--- src/hdl/smau_pkg.sv ---
package smau_pkg;

  // Vector geometry and value format.
  localparam int VEC_DEPTH = 1024;
  localparam int IDX_W     = 10;
  localparam int VAL_W     = 32;

  // Unity in the Q1.24 coefficient format.
  localparam logic [24:0] ONE_Q24 = 25'd16777216;

  // Register reset values.
  localparam logic [23:0] LR_RESET    = 24'd167772;
  localparam logic [16:0] MOM_RESET   = 17'd58982;
  localparam logic [16:0] MOM_ONE     = 17'd65536;
  localparam logic [24:0] BETA1_RESET = 25'd15099494;
  localparam logic [24:0] BETA2_RESET = 25'd16760439;
  localparam logic [31:0] EPS_RESET   = 32'd43;

  // Divider geometry: 64-bit dividend, 32-bit quotient with overflow flag.
  localparam int DIV_NUM_W = 64;
  localparam int DIV_DEN_W = 42;
  localparam int DIV_Q_W   = 32;

  // Square root geometry.
  localparam int SQRT_X_W    = 64;
  localparam int SQRT_ROOT_W = 32;

  typedef enum logic [2:0] {
    CFG_LEARNING_RATE = 3'd0,
    CFG_MOMENTUM      = 3'd1,
    CFG_ADAM_ENABLE   = 3'd2,
    CFG_BETA_FIRST    = 3'd3,
    CFG_BETA_SECOND   = 3'd4,
    CFG_EPSILON       = 3'd5
  } cfg_idx_t;

  typedef enum logic {
    CMD_LOAD = 1'b0,
    CMD_GRAD = 1'b1
  } cmd_t;

  typedef enum logic [4:0] {
    ST_IDLE,
    ST_SV_MUL1,
    ST_SV_MUL2,
    ST_SV_VEL,
    ST_SV_PAR,
    ST_AD_POW1,
    ST_AD_POW2,
    ST_AD_POW3,
    ST_AD_M1,
    ST_AD_M2,
    ST_AD_M3,
    ST_AD_GSQ,
    ST_AD_S1,
    ST_AD_S2,
    ST_AD_S3,
    ST_AD_MH_GO,
    ST_AD_MH_WAIT,
    ST_AD_VH_GO,
    ST_AD_VH_WAIT,
    ST_AD_RT_GO,
    ST_AD_RT_WAIT,
    ST_AD_NUM1,
    ST_AD_NUM2,
    ST_AD_Q_WAIT,
    ST_AD_PAR
  } state_t;

  typedef struct packed {
    logic                 start;
    logic [DIV_NUM_W-1:0] dividend;
    logic [DIV_DEN_W-1:0] divisor;
  } div_req_t;

  typedef struct packed {
    logic               done;
    logic               overflow;
    logic [DIV_Q_W-1:0] quotient;
  } div_rsp_t;

  typedef struct packed {
    logic                start;
    logic [SQRT_X_W-1:0] radicand;
  } sqrt_req_t;

  typedef struct packed {
    logic                   done;
    logic [SQRT_ROOT_W-1:0] root;
  } sqrt_rsp_t;

endpackage

--- src/hdl/smau_div.sv ---
module smau_div (
  input  logic              clk,
  input  logic              rst_n,
  input  smau_pkg::div_req_t req,
  output smau_pkg::div_rsp_t rsp
);

  localparam int CNT_W = $clog2(smau_pkg::DIV_Q_W);
  localparam int HI_W  = smau_pkg::DIV_NUM_W - smau_pkg::DIV_Q_W;

  logic [smau_pkg::DIV_DEN_W-1:0] rem_r;
  logic [smau_pkg::DIV_DEN_W-1:0] den_r;
  logic [smau_pkg::DIV_Q_W-1:0]   quo_r;
  logic [CNT_W-1:0]               cnt_r;
  logic                           busy_r;
  logic                           done_r;
  logic                           ovf_r;

  logic [smau_pkg::DIV_DEN_W-1:0] hi_ext;
  logic [smau_pkg::DIV_DEN_W:0]   trial;
  logic [smau_pkg::DIV_DEN_W:0]   diff;
  logic                           fits;

  // Upper dividend half seeds the remainder; if it already reaches the
  // divisor the quotient does not fit in the result width.
  assign hi_ext = {{(smau_pkg::DIV_DEN_W - HI_W){1'b0}},
                   req.dividend[smau_pkg::DIV_NUM_W-1 -: HI_W]};
  assign trial  = {rem_r, quo_r[smau_pkg::DIV_Q_W-1]};
  assign diff   = trial - {1'b0, den_r};
  assign fits   = (trial >= {1'b0, den_r});

  // Control: one quotient bit per cycle.
  always_ff @(posedge clk) begin
    if (!rst_n) begin
      busy_r <= 1'b0;
      done_r <= 1'b0;
    end else begin
      done_r <= 1'b0;
      if (req.start) begin
        if (hi_ext >= req.divisor) begin
          done_r <= 1'b1;
        end else begin
          busy_r <= 1'b1;
        end
      end else if (busy_r && cnt_r == '0) begin
        busy_r <= 1'b0;
        done_r <= 1'b1;
      end
    end
  end

  // Restoring shift-subtract datapath.
  always_ff @(posedge clk) begin
    if (req.start) begin
      den_r <= req.divisor;
      rem_r <= hi_ext;
      quo_r <= req.dividend[smau_pkg::DIV_Q_W-1:0];
      cnt_r <= CNT_W'(smau_pkg::DIV_Q_W - 1);
      ovf_r <= (hi_ext >= req.divisor);
    end else if (busy_r) begin
      if (fits) begin
        rem_r <= diff[smau_pkg::DIV_DEN_W-1:0];
      end else begin
        rem_r <= trial[smau_pkg::DIV_DEN_W-1:0];
      end
      quo_r <= {quo_r[smau_pkg::DIV_Q_W-2:0], fits};
      cnt_r <= cnt_r - 1'b1;
    end
  end

  assign rsp.done     = done_r;
  assign rsp.overflow = ovf_r;
  assign rsp.quotient = quo_r;

endmodule

--- config.mk ---
export PLATFORM = sky130hd
export DESIGN_NAME = smau_div
export DESIGN_NICKNAME = d
export VERILOG_FILES = /design/src/hdl/smau_pkg.sv /design/src/hdl/smau_div.sv
export SDC_FILE = /design/constraint.sdc
export NUM_CORES = 1
export LEC_CHECK = 0
export ABC_CLOCK_PERIOD_IN_PS = 3410
export BUFFER_PORTS_ARGS = -buffer_cell sky130_fd_sc_hd__buf_2
export CORE_MARGIN = 1
export CORE_UTILIZATION = 58
export DETAILED_ROUTE_END_ITERATION = 8
export PLACE_DENSITY = 0.92
export SLEW_MARGIN = 10
export SYNTH_ARGS = -nofsm -noshare
export SYNTH_HDL_FRONTEND = slang
export SYNTH_SLANG_ARGS = --single-unit
--- constraint.sdc ---
create_clock -name clk -period 3.41 [get_ports clk]
set_clock_uncertainty 0.2 [all_clocks]
set_input_delay 0.8525 -clock clk [delete_from_list [all_inputs] [get_ports clk]]
set_output_delay 0.8525 -clock clk [all_outputs]
set_load 0.05 [all_outputs]
==> qor.yml, run 1 <==
placed_design:
  gp_congestion: 0.945
  place_ws_ns: 0.0969
  numPortBuffers: 142
  dp_hpwl_um: 16400
worst_setup_path:
  slowest_delay_ns: 0.54
  worstSetupStartpointType: "flip-flop"
  cp_cell_sequence: "ha_1, a21o_1, a2111oi_0, o221ai_1, and3_1, a41oi_1, o311ai_0, xnor2_1, o21ai_0"
  cp.required_ns: 3.56
  crit_slowest_cell: "a2111oi_0"
  crit_family: "compound AO/OA/AOI/OAI gates"
  worst-path-max-fanout: 11
  cp_num_buf_inv: 0
  crit_arrival_ns: 3.49
  path_class: "reg2reg"
  end_kind: "flip-flop"
hold_path:
  min_path_type: "reg2reg"
timing:
  setup_ws_ns: 0.0745
  worst_slew_pin_slew_ns: 0.823
  hold_viol: 0
  layout_min_cycle_time_ns: 3.34
  fin_crit_sh: 0.978
  fmax_mhz: 300
  setup_tns_ns: 0
  setup_viol: 0
  slew_viol_final: 0
  whs_ns: 0.304
  slew_headroom: 0.450
floorplan:
  initial_core_util: 0.594
  num_rows: 44
  die-area_um2: 15400
  die_w_um: 124
  coreArea_um2: 14500
  io_pins: 143
  die_y_um: 124
clock_network:
  clockBufferDepth: 2
  insertion_delay_ns: 0.43
  cts_num_sinks: 124
  path_clk_slew_ns: 0.05
  htreeDepth: 4
  cts_tree: "done"
  clockRootBuffer: "clkbuf_16"
  cts_hold_buffers: 0
  cts_made_buffers: 17
power_and_ir_drop:
  p_leak_nw: 4.51
  ir_worst_vdd_uv: 401
  power.density_nw_per_um2: 497
grt:
  grt_overflow: 0
  track_usage: 0.300
  antenna_found_initial: 0
  grt_pass1_wl_um: 34700
  grt_pass1_vias: 7170
  grt_max_degree: 144
job:
  drv_cap: 0
synthesis:
  avgSynthCellArea_um2: 9.93
  yosysTopAreaCellShare: 0.372
  yosys_most_used_dff: "edfxtp_1"
  yosysSeqAreaShare: 0.412
  ys_ff_latch: 124
  synthArstFlopShare: 0
  postSynthCellCount: 869
  yosysTopAreaCell: "edfxtp_1"
  ys_warn_count: 0
  syn-num-nets: 1054
  synth_area_leaders: "edfxtp_1, ha_1, mux2_2"
  netlist_area_um2: 8630
  synthDistinctLibCells: 69
  synth_edf_count: 107
route:
  drt_iter0_drc: 657
  ant_nets: 0
  vias: 7381
  drc: 0
  wirelength_um: 21800
  first_pass_iters: 5
  viasPerCell: 6.12
  wl_per_cell_um: 18.1
finish:
  fin_nets: 1194
  postLayoutCoreUtil: 0.701
  mostFrequentLayoutCells: "buf_2, edfxtp_1, inv_1, ha_1, nand2_1"
  syn_to_final_growth_pct: 18.1
  drive_above_1_share: 0.245
  antenna_cells: 0
  final_common_cell: "buf_2"
status:
  status: "complete, no violations"
-- final cells by class --
class,instances,area [um^2]
Multi-Input combinational cell,617,4600
Fill cell,1069,4350
Sequential cell,124,3550
Timing Repair Buffer,163,908
Clock buffer,19,433
Inverter,86,323
Tap cell,184,230
Clock inverter,13,143
-- worst reg2reg max path, stage by stage, from the launching register on --
cell and delay (ns):
edfxtp_1 0.39, ha_1 0.45, a21o_1 0.24, a2111oi_0 0.54, o221ai_1 0.26, and3_1 0.23, a41oi_1 0.41, o311ai_0 0.25
xnor2_1 0.16, o21ai_0 0.13
-- synth_stat cells (all sizes together) (4+ instances only) --
| master | n |
|---|---|
| edfxtp | 107 |
| inv | 86 |
| ha | 75 |
| nand2 | 74 |
| a21oi | 48 |
| o21ai | 45 |
| nor2 | 35 |
| mux2 | 32 |
| clkbuf | 23 |
| xnor2 | 21 |
| o311ai | 20 |
| xor2 | 20 |
| buf | 19 |
| nand3 | 19 |
| a21o | 17 |
| dfxtp | 17 |
| nand3b | 17 |
| nor3 | 15 |
| nor2b | 12 |
| nand2b | 11 |
| nand4 | 11 |
| o21a | 11 |
| a221o | 10 |
| a211oi | 9 |
| a32oi | 9 |
| o211ai | 9 |
| a31oi | 8 |
| and3 | 8 |
| or2 | 8 |
| and4 | 7 |
| mux2i | 7 |
| o31ai | 6 |
| nor4 | 5 |
| a221oi | 4 |
| and2 | 4 |
| o21bai | 4 |
-- final timing paths --
| kind | start | end | slack, ns | cells past startpoint |
|---|---|---|---|---|
| max | rem_r[29]$_DFFE_PP_ | rem_r[41]$_SDFFE_PP0P_ | 0.07 | 9 |
| min | cnt_r[4]$_SDFFE_PP1P_ | cnt_r[4]$_SDFFE_PP1P_ | 0.30 | 2 |
| max reg2reg | rem_r[29]$_DFFE_PP_ | rem_r[41]$_SDFFE_PP0P_ | 0.07 | 9 |
| min reg2reg | cnt_r[4]$_SDFFE_PP1P_ | cnt_r[4]$_SDFFE_PP1P_ | 0.30 | 2 |
-- power by group --
group          switching [W]  leakage, nW  internal, W
registers          0.0000656         1.21      0.00180
clock network       0.000692        0.268      0.00108
logic               0.000877         3.03     0.000546
-- flip-flops by register name (all words and copies together) (netlist names) --
name	cells
quo_r	32
done_r	1
den_r	42
rem_r	42
cnt_r	5
ovf_r	1
busy_r	1
-- logic make-up after synthesis --
family / Yosys count / synth area share
and+or+nand+nor: 237 / 0.143
AOI/OAI and AO/OA: 224 / 0.181
buffers and inverters: 128 / 0.0613
DFF: 124 / 0.412
adders and majority gates: 76 / 0.111
xor gates and xnor gates: 41 / 0.0416
muxes: 39 / 0.0499
-- routing by layer --
metal / vias to the layer above / part of all wire / GRT usage
met5: - / 0 / 0
met4: 0 / 0.031 / 0.136
met3: 56 / 0.087 / 0.0897
met2: 320 / 0.47 / 0.485
met1: 3489 / 0.41 / 0.368
li1: 3516 / - / -
-- through the flow --
stage | total power (W) | cells | cell area [um^2]
2_1_floorplan | 0.00288 | 869 | 8630
3_3_place_gp | 0.00323 | 1174 | 9560
3_5_place_dp | 0.00327 | 1174 | 9560
4_1_cts | 0.00503 | 1206 | 10100
5_1_grt | 0.00527 | 1206 | 10200
6_report | 0.00506 | 1206 | 10200
-- repair_timing --
item | in CTS | in global routing
endpoints found under the hold margin | 0 | 0
endpoints found under the setup margin | 0 | 35
setup buffers | 0 | 0
resized for setup | 0 | 10
Power figures use the tool's default switching activity.
==> run 2: changes to the inputs <==
ABC_CLOCK_PERIOD_IN_PS = 2900   (was 3410)
CORE_ASPECT_RATIO = 1.4   (was default)
CORE_UTILIZATION = 52   (was 58)
PLACE_DENSITY = 0.87   (was 0.92)
clock period = 2.9 ns   (was 3.41 ns; I/O delays follow)
==> qor.yml, run 2 (synthesized netlist as in run 1, its figures left out) <==
placed_design:
  gp_congestion: 0.909
  numPortBuffers: 142
  dp_hpwl_um: 18100
power_and_ir_drop:
  ir_worst_vdd_uv: 469
  power.density_nw_per_um2: 566
  p_leak_nw: 5.46
route:
  ant_nets: 0
  drc: 0
  wirelength_um: 32400
  vias: 9094
  first_pass_iters: 6
  drt_iter0_drc: 1062
  viasPerCell: 6.58
  wl_per_cell_um: 23.4
finish:
  fin_nets: 1355
  fillers: 830
  mostFrequentLayoutCells: "buf_4, buf_2, edfxtp_1, inv_1, nand2_1"
  antenna_cells: 0
  drive_above_1_share: 0.440
  reg_top3: "den_r: 42 flops, rem_r: 42 flops, quo_r: 32 flops"
  final_common_cell: "buf_4"
  syn_to_final_growth_pct: 43.9
  postLayoutCoreUtil: 0.768
clock_network:
  clockRootBuffer: "clkbuf_16"
  clockBufferDepth: 2
  cts_num_sinks: 124
  path_clk_slew_ns: 0.06
  cts_tree: "done"
  insertion_delay_ns: 0.45
  cts_made_buffers: 17
  htreeDepth: 4
grt:
  grt_pass1_vias: 8647
  track_usage: 0.304
  antenna_found_initial: 0
  grt_max_degree: 70
  grt_overflow: 0
  grt_pass1_wl_um: 41200
timing:
  slew_viol_final: 0
  worst_slew_pin_slew_ns: 0.951
  fmax_mhz: 294
  layout_min_cycle_time_ns: 3.40
  setup_viol: 46
  slew_headroom: 0.360
  setup_ws_ns: -0.500
  whs_ns: 0.272
  rsz0062_at_grt: "true"
  fin_crit_sh: 1.17
  hold_viol: 0
status:
  status: "complete, but fails checks"
  violations: "negative setup slack"
floorplan:
  die-area_um2: 17100
  die_y_um: 154
  die_w_um: 111
  num_rows: 55
  initial_core_util: 0.533
  io_pins: 143
  coreArea_um2: 16200
worst_setup_path:
  crit_slowest_cell: "o21ai_1"
  cp_num_buf_inv: 2
  crit_path_frequent_cell: "nand2_2"
  slowest_delay_ns: 0.55
  crit_arrival_ns: 3.38
  cp.required_ns: 2.88
  worst-path-max-fanout: 6
  worst-r2r-cell-count: 11
  critical_path_depth: 11
  worstSetupStartpointType: "flip-flop"
  end_kind: "flip-flop"
  cp_cell_sequence: "ha_1, nand2_2, buf_4, o21ai_1, nor3_2, nand2_2, o21ai_4, o21a_4, buf_6, and3b_1, a221o_1"
  crit_family: "compound AO/OA/AOI/OAI gates"
  path_class: "reg2reg"
job:
  drv_cap: 0
hold_path:
  min_path_type: "in2reg"
  worstHoldPathCells: 1
==> run 2: layout make-up <==
class | count | area (um^2) | area share
clock buffers | 17 | 425 | 0.0343
clock inverters | 15 | 175 | 0.0141
inverters | 86 | 327 | 0.0263
multi-input cells | 618 | 5420 | 0.437
flip-flops and latches | 124 | 3550 | 0.286
well taps | 199 | 249 | 0.0201
repair buffers | 323 | 2260 | 0.182
==> run 2: power breakdown <==
part	internal (W)	switching (W)	leakage, nW	total, W
combinational	0.00113	0.00145	3.96	0.00258
sequential	0.00212	0.000101	1.21	0.00222
clock	0.00129	0.000931	0.286	0.00223
total	0.00455	0.00248	5.46	0.00703
==> run 2: metal layers <==
metal,GRT usage,share of wire
met1,0.318,0.33
met2,0.547,0.48
met3,0.0600,0.10
met4,0.213,0.089
met5,0,0
==> run 2: final timing paths <==
check             slack (ns)                   from               endpoint
setup / recovery       -0.50    rem_r[16]$_DFFE_PP_    rem_r[28]$_DFFE_PP_
hold reg to reg         0.30  cnt_r[3]$_SDFFE_PP1P_  cnt_r[3]$_SDFFE_PP1P_
setup reg to reg       -0.50    rem_r[16]$_DFFE_PP_    rem_r[28]$_DFFE_PP_
hold / removal          0.27                 req[3]     den_r[3]$_DFFE_PP_
==> run 2: per-stage QoR <==
stage	total power (W)	instance area [um^2]	instances	setup WS (ns)	TNS (ns)
global placement	0.00414	10600	1317	-0.121	-2.16
global route	0.00720	12400	1382	-0.533	-15.45
floorplan	0.00343	8740	869	-0.287	-1.03
detailed placement	0.00419	10600	1317	-0.290	-7.16
finish	0.00703	12400	1382	-0.500	-15.44
CTS	0.00654	11700	1360	-0.164	-1.50
==> run 2: timing repair <==
action                                  CTS  global route
cloned                                    1             3
endpoints found under the setup margin   43            43
hold buffers                              0             0
pin swaps                                28            58
buffers inserted                         11            19
gates resized for setup                  67           105
