$ cat config.mk
export PLATFORM = sky130hd
export DESIGN_NAME = smau_sqrt
export DESIGN_NICKNAME = d
export VERILOG_FILES = /design/src/hdl/smau_pkg.sv /design/src/hdl/smau_sqrt.sv
export SDC_FILE = /design/constraint.sdc
export NUM_CORES = 1
export LEC_CHECK = 0
export BUFFER_PORTS_ARGS = -buffer_cell sky130_fd_sc_hd__buf_2
export CAP_MARGIN = 20
export CORE_AREA = 4 4 142 144
export DETAILED_ROUTE_END_ITERATION = 8
export DIE_AREA = 0 0 146 148
export SLEW_MARGIN = 40
export SYNTH_ARGS = -nofsm -noshare
export SYNTH_HDL_FRONTEND = slang
export SYNTH_SLANG_ARGS = --single-unit
$ cat constraint.sdc
create_clock -name clk -period 2.45 [get_ports clk]
set_input_delay 0 -clock clk [delete_from_list [all_inputs] [get_ports clk]]
set_output_delay 0 -clock clk [all_outputs]
set_load 0.05 [all_outputs]
$ cat src/hdl/smau_pkg.sv
package smau_pkg;

  // Vector geometry and value format.
  localparam int VEC_DEPTH = 1024;
  localparam int IDX_W     = 10;
  localparam int VAL_W     = 32;

  // Unity in the Q1.24 coefficient format.
  localparam logic [24:0] ONE_Q24 = 25'd16777216;

  // Register reset values.
  localparam logic [23:0] LR_RESET    = 24'd167772;
  localparam logic [16:0] MOM_RESET   = 17'd58982;
  localparam logic [16:0] MOM_ONE     = 17'd65536;
  localparam logic [24:0] BETA1_RESET = 25'd15099494;
  localparam logic [24:0] BETA2_RESET = 25'd16760439;
  localparam logic [31:0] EPS_RESET   = 32'd43;

  // Divider geometry: 64-bit dividend, 32-bit quotient with overflow flag.
  localparam int DIV_NUM_W = 64;
  localparam int DIV_DEN_W = 42;
  localparam int DIV_Q_W   = 32;

  // Square root geometry.
  localparam int SQRT_X_W    = 64;
  localparam int SQRT_ROOT_W = 32;

  typedef enum logic [2:0] {
    CFG_LEARNING_RATE = 3'd0,
    CFG_MOMENTUM      = 3'd1,
    CFG_ADAM_ENABLE   = 3'd2,
    CFG_BETA_FIRST    = 3'd3,
    CFG_BETA_SECOND   = 3'd4,
    CFG_EPSILON       = 3'd5
  } cfg_idx_t;

  typedef enum logic {
    CMD_LOAD = 1'b0,
    CMD_GRAD = 1'b1
  } cmd_t;

  typedef enum logic [4:0] {
    ST_IDLE,
    ST_SV_MUL1,
    ST_SV_MUL2,
    ST_SV_VEL,
    ST_SV_PAR,
    ST_AD_POW1,
    ST_AD_POW2,
    ST_AD_POW3,
    ST_AD_M1,
    ST_AD_M2,
    ST_AD_M3,
    ST_AD_GSQ,
    ST_AD_S1,
    ST_AD_S2,
    ST_AD_S3,
    ST_AD_MH_GO,
    ST_AD_MH_WAIT,
    ST_AD_VH_GO,
    ST_AD_VH_WAIT,
    ST_AD_RT_GO,
    ST_AD_RT_WAIT,
    ST_AD_NUM1,
    ST_AD_NUM2,
    ST_AD_Q_WAIT,
    ST_AD_PAR
  } state_t;

  typedef struct packed {
    logic                 start;
    logic [DIV_NUM_W-1:0] dividend;
    logic [DIV_DEN_W-1:0] divisor;
  } div_req_t;

  typedef struct packed {
    logic               done;
    logic               overflow;
    logic [DIV_Q_W-1:0] quotient;
  } div_rsp_t;

  typedef struct packed {
    logic                start;
    logic [SQRT_X_W-1:0] radicand;
  } sqrt_req_t;

  typedef struct packed {
    logic                   done;
    logic [SQRT_ROOT_W-1:0] root;
  } sqrt_rsp_t;

endpackage

$ cat src/hdl/smau_sqrt.sv
module smau_sqrt (
  input  logic               clk,
  input  logic               rst_n,
  input  smau_pkg::sqrt_req_t req,
  output smau_pkg::sqrt_rsp_t rsp
);

  localparam int CNT_W = $clog2(smau_pkg::SQRT_ROOT_W);
  localparam int REM_W = smau_pkg::SQRT_ROOT_W + 4;

  logic [smau_pkg::SQRT_X_W-1:0]    xs_r;
  logic [REM_W-1:0]                 rem_r;
  logic [smau_pkg::SQRT_ROOT_W-1:0] root_r;
  logic [CNT_W-1:0]                 cnt_r;
  logic                             busy_r;
  logic                             done_r;

  logic [REM_W-1:0] cur;
  logic [REM_W-1:0] trial;
  logic             fits;

  // Bring down two radicand bits and try appending a one to the root.
  assign cur   = {rem_r[REM_W-3:0], xs_r[smau_pkg::SQRT_X_W-1 -: 2]};
  assign trial = {{(REM_W - smau_pkg::SQRT_ROOT_W - 2){1'b0}}, root_r, 2'b01};
  assign fits  = (cur >= trial);

  // Control: one root bit per cycle.
  always_ff @(posedge clk) begin
    if (!rst_n) begin
      busy_r <= 1'b0;
      done_r <= 1'b0;
    end else begin
      done_r <= 1'b0;
      if (req.start) begin
        busy_r <= 1'b1;
      end else if (busy_r && cnt_r == '0) begin
        busy_r <= 1'b0;
        done_r <= 1'b1;
      end
    end
  end

  // Restoring digit-by-digit square root.
  always_ff @(posedge clk) begin
    if (req.start) begin
      xs_r   <= req.radicand;
      rem_r  <= '0;
      root_r <= '0;
      cnt_r  <= CNT_W'(smau_pkg::SQRT_ROOT_W - 1);
    end else if (busy_r) begin
      xs_r   <= {xs_r[smau_pkg::SQRT_X_W-3:0], 2'b00};
      rem_r  <= fits ? (cur - trial) : cur;
      root_r <= {root_r[smau_pkg::SQRT_ROOT_W-2:0], fits};
      cnt_r  <= cnt_r - 1'b1;
    end
  end

  assign rsp.done = done_r;
  assign rsp.root = root_r;

endmodule

==> impl_results.md, run 1 <==
- Filler instances: around 1.5k
- Post-synth top area share: about a quarter
- Vias in the first global route: about 7.1k
- EDFF count, synth: 64
- Violated checks: negative setup slack
- Commonest non-fill, non-tap cell in the layout: buf_4
- CP max FO: 3
- Final slew viol count: 0
- VDD IR max: around 0.93 mV
- Core Util, Final: about three fifths
- RSZ-0062 raised after global routing: true
- Site Rows: 50
- Ports: 100
- Average routed wire per standard cell: 16.4 um
- WP data required: ~2.8 ns
- Sw Pwr: about 5.6 mW
- Global-route wire length before repair: ~35000 um
- Mapped Area: ~7600 um^2
- TritonCTS clock tree: done
- Sequential share of the synthesized area: ~44%
- Type of origin of the critical path: register
- Final WL: approximately 22000 um
- Synth Flop Type: dfxtp_1
- Iteration-0 DRC Markers: around 350
- Worst-Margin Slew: about 0.51 ns
- Vias: 6918
- Fin crit share: 109%
- Setup ws final: -0.215 ns
- Status: finished, violations left
- Max incr delay on CP: between 0.5 and 0.6 ns
- Worst Path Arrival: ~3.0 ns
- Sw Share: 39.2%
- Clk_skew: 0.0105 ns
- Area growth, synth to finish: 51.9%
- Largest cells by area after synthesis: edfxtp_1, dfxtp_1, mux2_2
- Avg Cell Area, Syn: roughly 10 um^2
- Cell Pwr Density: 1230 nW/um^2
- F_max: 375 MHz
- Worst Setup End Kind: register
- Total track usage: around 20%
- Clock H-tree levels: 4
- Clock root cell: clkbuf_16
- Cts bufs inserted: 17
- Slowest library cell on the worst path: or4_4
- Ys Warns: 0
- Clock power frac: 17.5%
- Total Power: around 14 mW
- Die H: between 100 and 150 um
- DRC: 0
- Fin nets: ~1.2k
- Placed wire-length estimate: between 10000 and 15000 um
- CP Cell Sequence: inv_2, ha_4, nor2b_4, o31a_1, o311ai_4, a21oi_2, or4_4, buf_6, a21boi_2, a31oi_1, a211oi_1
- Clock Tree Buf Depth: 2
- Pre-antenna DRT Iters: 6
- Pleak: just under 5 nW
- Clk Latency, worst-skew pair: between 0.4 and 0.5 ns
- Net count after synthesis: between 800 and 900
- FFs w/ async S/R, synth: 0%
- CTS clock-pin slew for the worst setup and hold paths: ~0.06 ns
- N_diodes: 0
- Area of the core: roughly 19000 um^2
- Placer Congestion: 0.881
- Comb pwr share: about 62%
- Internal: between 8 and 9 mW
- DIE WIDTH: between 100 and 150 um
- Clock Sinks: about 140
- Vias per inst: around 5.2
- Initial Utilization: roughly two fifths
- Cell taking the most area after synthesis: edfxtp_1
- Max-slew headroom: between 60% and 70%
- Synth unique cells: 63
- Final setup viols: 35
- Most frequent cells in the layout: buf_4, buf_2, nor2_1
- GRT Residual Overflow: 0
- Flops & latches, synth: 137
- Cells after Synth: roughly 760
- Largest net degree at the start of global routing: 87
- Max cap viols: 0
- Initial antenna violation count: 0
- IO buf count: between 90 and 100
- Crit path time final: ~2.7 ns
- Hold Crit Class: input pin to register
- Die Footprint: between 20000 and 25000 um^2
- Final ANT Viol Nets: 0
- Layout cell share with drive strength beyond 1: 46.0%
- Crit path kind: register to register
- Sequential share of power: between 20% and 30%
- Final Hold Fails: 0
worst max-delay path: cells and delay by family (launching register included):
| kind | cells | cell delay [ns] |
|---|---|---|
| buf+inv | 2 | 0.29 |
| fa+ha+maj | 1 | 0.16 |
| simple gates | 2 | 0.56 |
| compound gates | 6 | 1.11 |
| flops | 1 | 0.44 |
layer usage:
metal	vias up	global-route usage [%]	part of all wire, %
met1	3283	24.9	44
met3	40	4.87	4.9
met2	171	34.7	49
met5	-	0	0
met4	0	6.26	2.0
li1	3424	-	-
worst paths after layout:
check | start | cells past startpoint | slack (ns) | endpoint
setup / recovery | xs_r[62] | 11 | -0.22 | rem_r[20]
hold reg to reg | rem_r[11] | 1 | 0.50 | rem_r[11]
hold / removal | rst_n | 4 | 0.34 | busy_r
setup reg to reg | xs_r[62] | 11 | -0.22 | rem_r[20]
final cells by class:
cell class / count / area (um^2) / area share, %
clock buffer: 19 / 433 / 3.74
sequential: 137 / 3480 / 30.1
multi-input combinational: 535 / 4370 / 37.8
clock inverter: 13 / 124 / 1.07
inverter: 48 / 184 / 1.59
tap: 234 / 293 / 2.53
timing repair buffer: 351 / 2690 / 23.2
power by group through the flow:
stage | sequential [mW] | combinational [mW] | clock (mW)
floorplan | 2.92 | 4.20 | 0
global placement | 2.91 | 6.87 | 0
detailed placement | 2.91 | 6.87 | 0
CTS | 2.89 | 7.87 | 2.52
global route | 2.93 | 9.54 | 2.63
finish | 2.90 | 8.84 | 2.48
cells by family after synthesis:
| group | after synthesis | synth area share, % |
|---|---|---|
| and+or+nand+nor | 217 | 13.4 |
| AOI/OAI and AO/OA | 159 | 14.8 |
| DFF | 137 | 44.4 |
| muxes | 103 | 14.6 |
| buffers and inverters | 86 | 4.72 |
| adders and majority gates | 35 | 5.75 |
| xor gates and xnor gates | 20 | 2.30 |
timing repair:
| item | in CTS | in global routing |
|---|---|---|
| resized for setup | 49 | 47 |
| hold buffers | 66 | 0 |
| setup endpoints to repair | 35 | 35 |
| hold endpoints to repair | 74 | 0 |
| pin swaps | 30 | 19 |
| cloned | 1 | 3 |
| setup buffers | 9 | 8 |
flip-flops by register name (all words and copies together), names as in the netlist:
name    flops
xs_r       64
rem_r      34
root_r     32
cnt_r       5
busy_r      1
done_r      1
synth_stat cells, types with 2 or more instances:
cell type	instances
edfxtp_1	64
clkbuf_1	22
nand3b_1	2
o2111ai_1	2
and3_1	4
a311oi_1	7
a31o_2	2
xnor2_1	14
o211ai_1	9
nand3_1	16
a311oi_2	7
a31oi_1	6
a21oi_1	35
and2_1	4
o21bai_1	4
nand2b_1	8
nor2_1	74
o31ai_1	3
a211o_1	2
inv_1	48
mux2_2	63
dfxtp_1	73
and4_1	2
a21boi_0	3
xor2_1	6
a211oi_1	7
mux2i_1	40
buf_1	4
or3_1	7
buf_6	3
o31a_1	3
o21a_1	10
nand4_1	7
nor3_1	11
o21ai_0	34
ha_1	35
buf_2	7
a32oi_1	7
nor4_1	7
or2_2	3
a21o_1	7
nor2b_1	3
nand2_1	62
metrics by stage:
| stage | cell area (um^2) | worst slack (ns) | hold WS, ns | cells | setup TNS [ns] |
|---|---|---|---|---|---|
| 2_1_floorplan | 7820 | -0.166 | 0.136 | 757 | -4.03 |
| 3_3_place_gp | 9720 | -0.329 | 0.232 | 1218 | -8.02 |
| 3_5_place_dp | 9720 | -0.381 | 0.238 | 1218 | -9.05 |
| 4_1_cts | 11300 | -0.180 | 0.337 | 1326 | -3.81 |
| 5_1_grt | 11600 | -0.317 | 0.381 | 1337 | -8.31 |
| 6_report | 11600 | -0.215 | 0.342 | 1337 | -4.82 |
(Power assumes the default switching activity.)
==> run 2, diff against run 1 <==
--- a/config.mk
+++ b/config.mk
@@ -5,11 +5,12 @@
 export SDC_FILE = /design/constraint.sdc
 export NUM_CORES = 1
 export LEC_CHECK = 0
-export BUFFER_PORTS_ARGS = -buffer_cell sky130_fd_sc_hd__buf_2
+export BUFFER_PORTS_ARGS = -buffer_cell sky130_fd_sc_hd__buf_4
 export CAP_MARGIN = 20
 export CORE_AREA = 4 4 142 144
 export DETAILED_ROUTE_END_ITERATION = 8
 export DIE_AREA = 0 0 146 148
+export HOLD_SLACK_MARGIN = 0.05
 export SLEW_MARGIN = 40
 export SYNTH_ARGS = -nofsm -noshare
 export SYNTH_HDL_FRONTEND = slang
==> run 2 against run 1 <==
  * Sequential power barely moved
  * Clock skew fell by 0.0048 ns
  * Die area did not move
  * Critical path type unchanged
  * The flow still finishes with violations (negative setup slack)
  * First-iteration DRC count fell by 11%
  * Register-to-register slack barely moved
  * Cell count fell by 1.4%
  * Largest cell class unchanged
  * Largest power group unchanged
==> impl_results.md, run 2 (synthesized netlist as in run 1, its figures left out) <==
- Status: finished, violations left
- Violated checks: negative setup slack
- Clk Latency, worst-skew pair: ~0.43 ns
- Fin crit share: 108%
- Final Hold Fails: 0
- Pre-antenna DRT Iters: 4
- Final setup viols: 35
- Die H: roughly 150 um
- Worst Reg2Reg Path Length in Cells: 12
- Clock Tree Buf Depth: 2
- Clk_skew: 0.00566 ns
- Setup ws final: -0.201 ns
- Type of origin of the critical path: register
- Final slew viol count: 0
- Initial antenna violation count: 0
- CP Cell Sequence: inv_2, ha_4, buf_6, nand4_1, nor4_4, nand4_1, nand3_2, or4_4, nand2_8, buf_12, or3_1, a311oi_2
- DIE WIDTH: 146 um
- IO buf count: a little under 100
- Cell Pwr Density: roughly 1200 nW/um^2
- Final ANT Viol Nets: 0
- Commonest non-fill, non-tap cell in the layout: buf_4
- Vias per inst: 5.26
- F_max: ~380 MHz
- Worst-Margin Slew: around 0.81 ns
- Hold slack final: 0.354 ns
- Largest net degree at the start of global routing: 76
- Fin nets: ~1.2k
- Initial Utilization: between 40% and 50%
- Hold Crit Class: input pin to register
- Internal: around 8.4 mW
- Comb pwr share: between 50% and 60%
- CTS clock-pin slew for the worst setup and hold paths: about 0.070 ns
- Crit path time final: roughly 2.7 ns
- Max-slew headroom: a little under half
- Most frequent cells in the layout: buf_4, nor2_1, dlygate4sd3_1
- Pleak: a little under 5 nW
- Sw Share: between 30% and 40%
- Slowest library cell on the worst path: or3_1
- Ports: 100
- Largest Register: xs_r
- TritonCTS clock tree: done
- Iteration-0 DRC Markers: roughly 310
- Clock power frac: about a fifth
- Die Footprint: 21600 um^2
- Vias: just under 7k
- WP data required: 2.79 ns
- Clock root cell: clkbuf_16
- Worst Setup End Kind: register
- RSZ-0062 raised after global routing: true
- Placer Congestion: approximately 0.92
- Layout cell share with drive strength beyond 1: roughly 44%
- Area of the core: 18700 um^2
- Sequential share of power: between 20% and 30%
- Sw Pwr: between 5 and 6 mW
- Finished Layout Cells: 1318
- GRT Residual Overflow: 0
- Site Rows: 50
- CP max FO: 17
- Core Util, Final: about 62%
- Max FFs per register: 64
- Placed wire-length estimate: roughly 15000 um
- FF+latch area: between 3000 and 4000 um^2
- Clock Sinks: about 140
- Multi-input gate area: around 4300 um^2
- N_diodes: 0
- DRC: 0
- Placed Cells: about 1.2k
- Clock H-tree levels: 4
- Max incr delay on CP: 0.36 ns
- Total track usage: between 20% and 30%
- Area growth, synth to finish: 52.7%
- Global-route wire length before repair: about 36000 um
- WHS Path Cells: 4
- Cts bufs inserted: 17
- Max cap viols: 0
- Filler instances: approximately 1.5k
- Final WL: approximately 23000 um
- Most frequent CP cell: nand4_1
- Total Power: 13.9 mW
- Crit path kind: register to register
- Worst Path Arrival: about 3 ns
- Average routed wire per standard cell: between 15 and 20 um
- VDD IR max: roughly 0.8 mV
- Biggest regs: xs_r x64, rem_r x34, root_r x32
- Vias in the first global route: approximately 7.1k
[run 2: changes by cell type in the layout (fill, tap and decap cells not counted), sizes merged]
cell	before	now
inv	50	55
clkinv	5	4
buf	283	267
nand2	64	63
clkbuf	21	17
clkinvlp	5	2
bufinv	1	2
[run 2: metal layers]
layer	up-vias	track usage (%)	routed length, um
li1	3391	-	-
met1	3340	25.7	9760
met2	175	35.2	11300
met3	32	5.06	1170
met4	0	4.84	311
met5	-	0	0
[run 2: timing repair]
item | 4_1_cts | 5_1_grt
resized for setup | 36 | 42
setup endpoints to repair | 35 | 35
buffers inserted | 8 | 1
hold endpoints to repair | 76 | 0
gates cloned | 0 | 1
pin swaps | 16 | 13
hold buffers | 66 | 0
[run 2: critical path: cells and delay by family, from the launching register on]
family	cells	cell delay, ns
adders and majority gates	1	0.27
buffers and inverters	3	0.29
and+or+nand+nor	7	1.48
DFF	1	0.35
AOI/OAI and AO/OA	1	0.19
[run 2: per-stage QoR]
stage,worst slack [ns],instance area (um^2),TNS [ns]
finish,-0.201,11600,-4.48
global route,-0.300,11600,-7.60
CTS,-0.189,11400,-3.79
detailed placement,-0.397,9900,-8.30
global placement,-0.312,9890,-5.79
floorplan,-0.166,7820,-4.03
[run 2: cell type report]
| class | instances | share of cell area, % |
|---|---|---|
| clock buffer | 17 | 3.66 |
| inverter | 48 | 1.58 |
| multi-input combinational | 534 | 37.3 |
| timing repair buffer | 333 | 23.4 |
| clock inverter | 15 | 1.57 |
| sequential | 137 | 29.9 |
| tap | 234 | 2.52 |
[run 2: path summary, 6_finish.rpt]
kind | startpoint | end | slack [ns]
worst min register to register | cnt_r[4] | cnt_r[4] | 0.51
worst max-delay path | root_r[27] | rem_r[22] | -0.20
worst max register to register | root_r[27] | rem_r[22] | -0.20
worst min-delay path | rst_n | busy_r | 0.35
[run 2: power by group through the flow]
stage | Clock, mW | Combinational (mW) | Sequential (mW)
global placement | 0 | 6.80 | 2.90
CTS | 2.75 | 7.53 | 2.88
finish | 2.70 | 8.29 | 2.90
global route | 2.85 | 8.95 | 2.92
detailed placement | 0 | 6.89 | 2.91
floorplan | 0 | 4.20 | 2.92
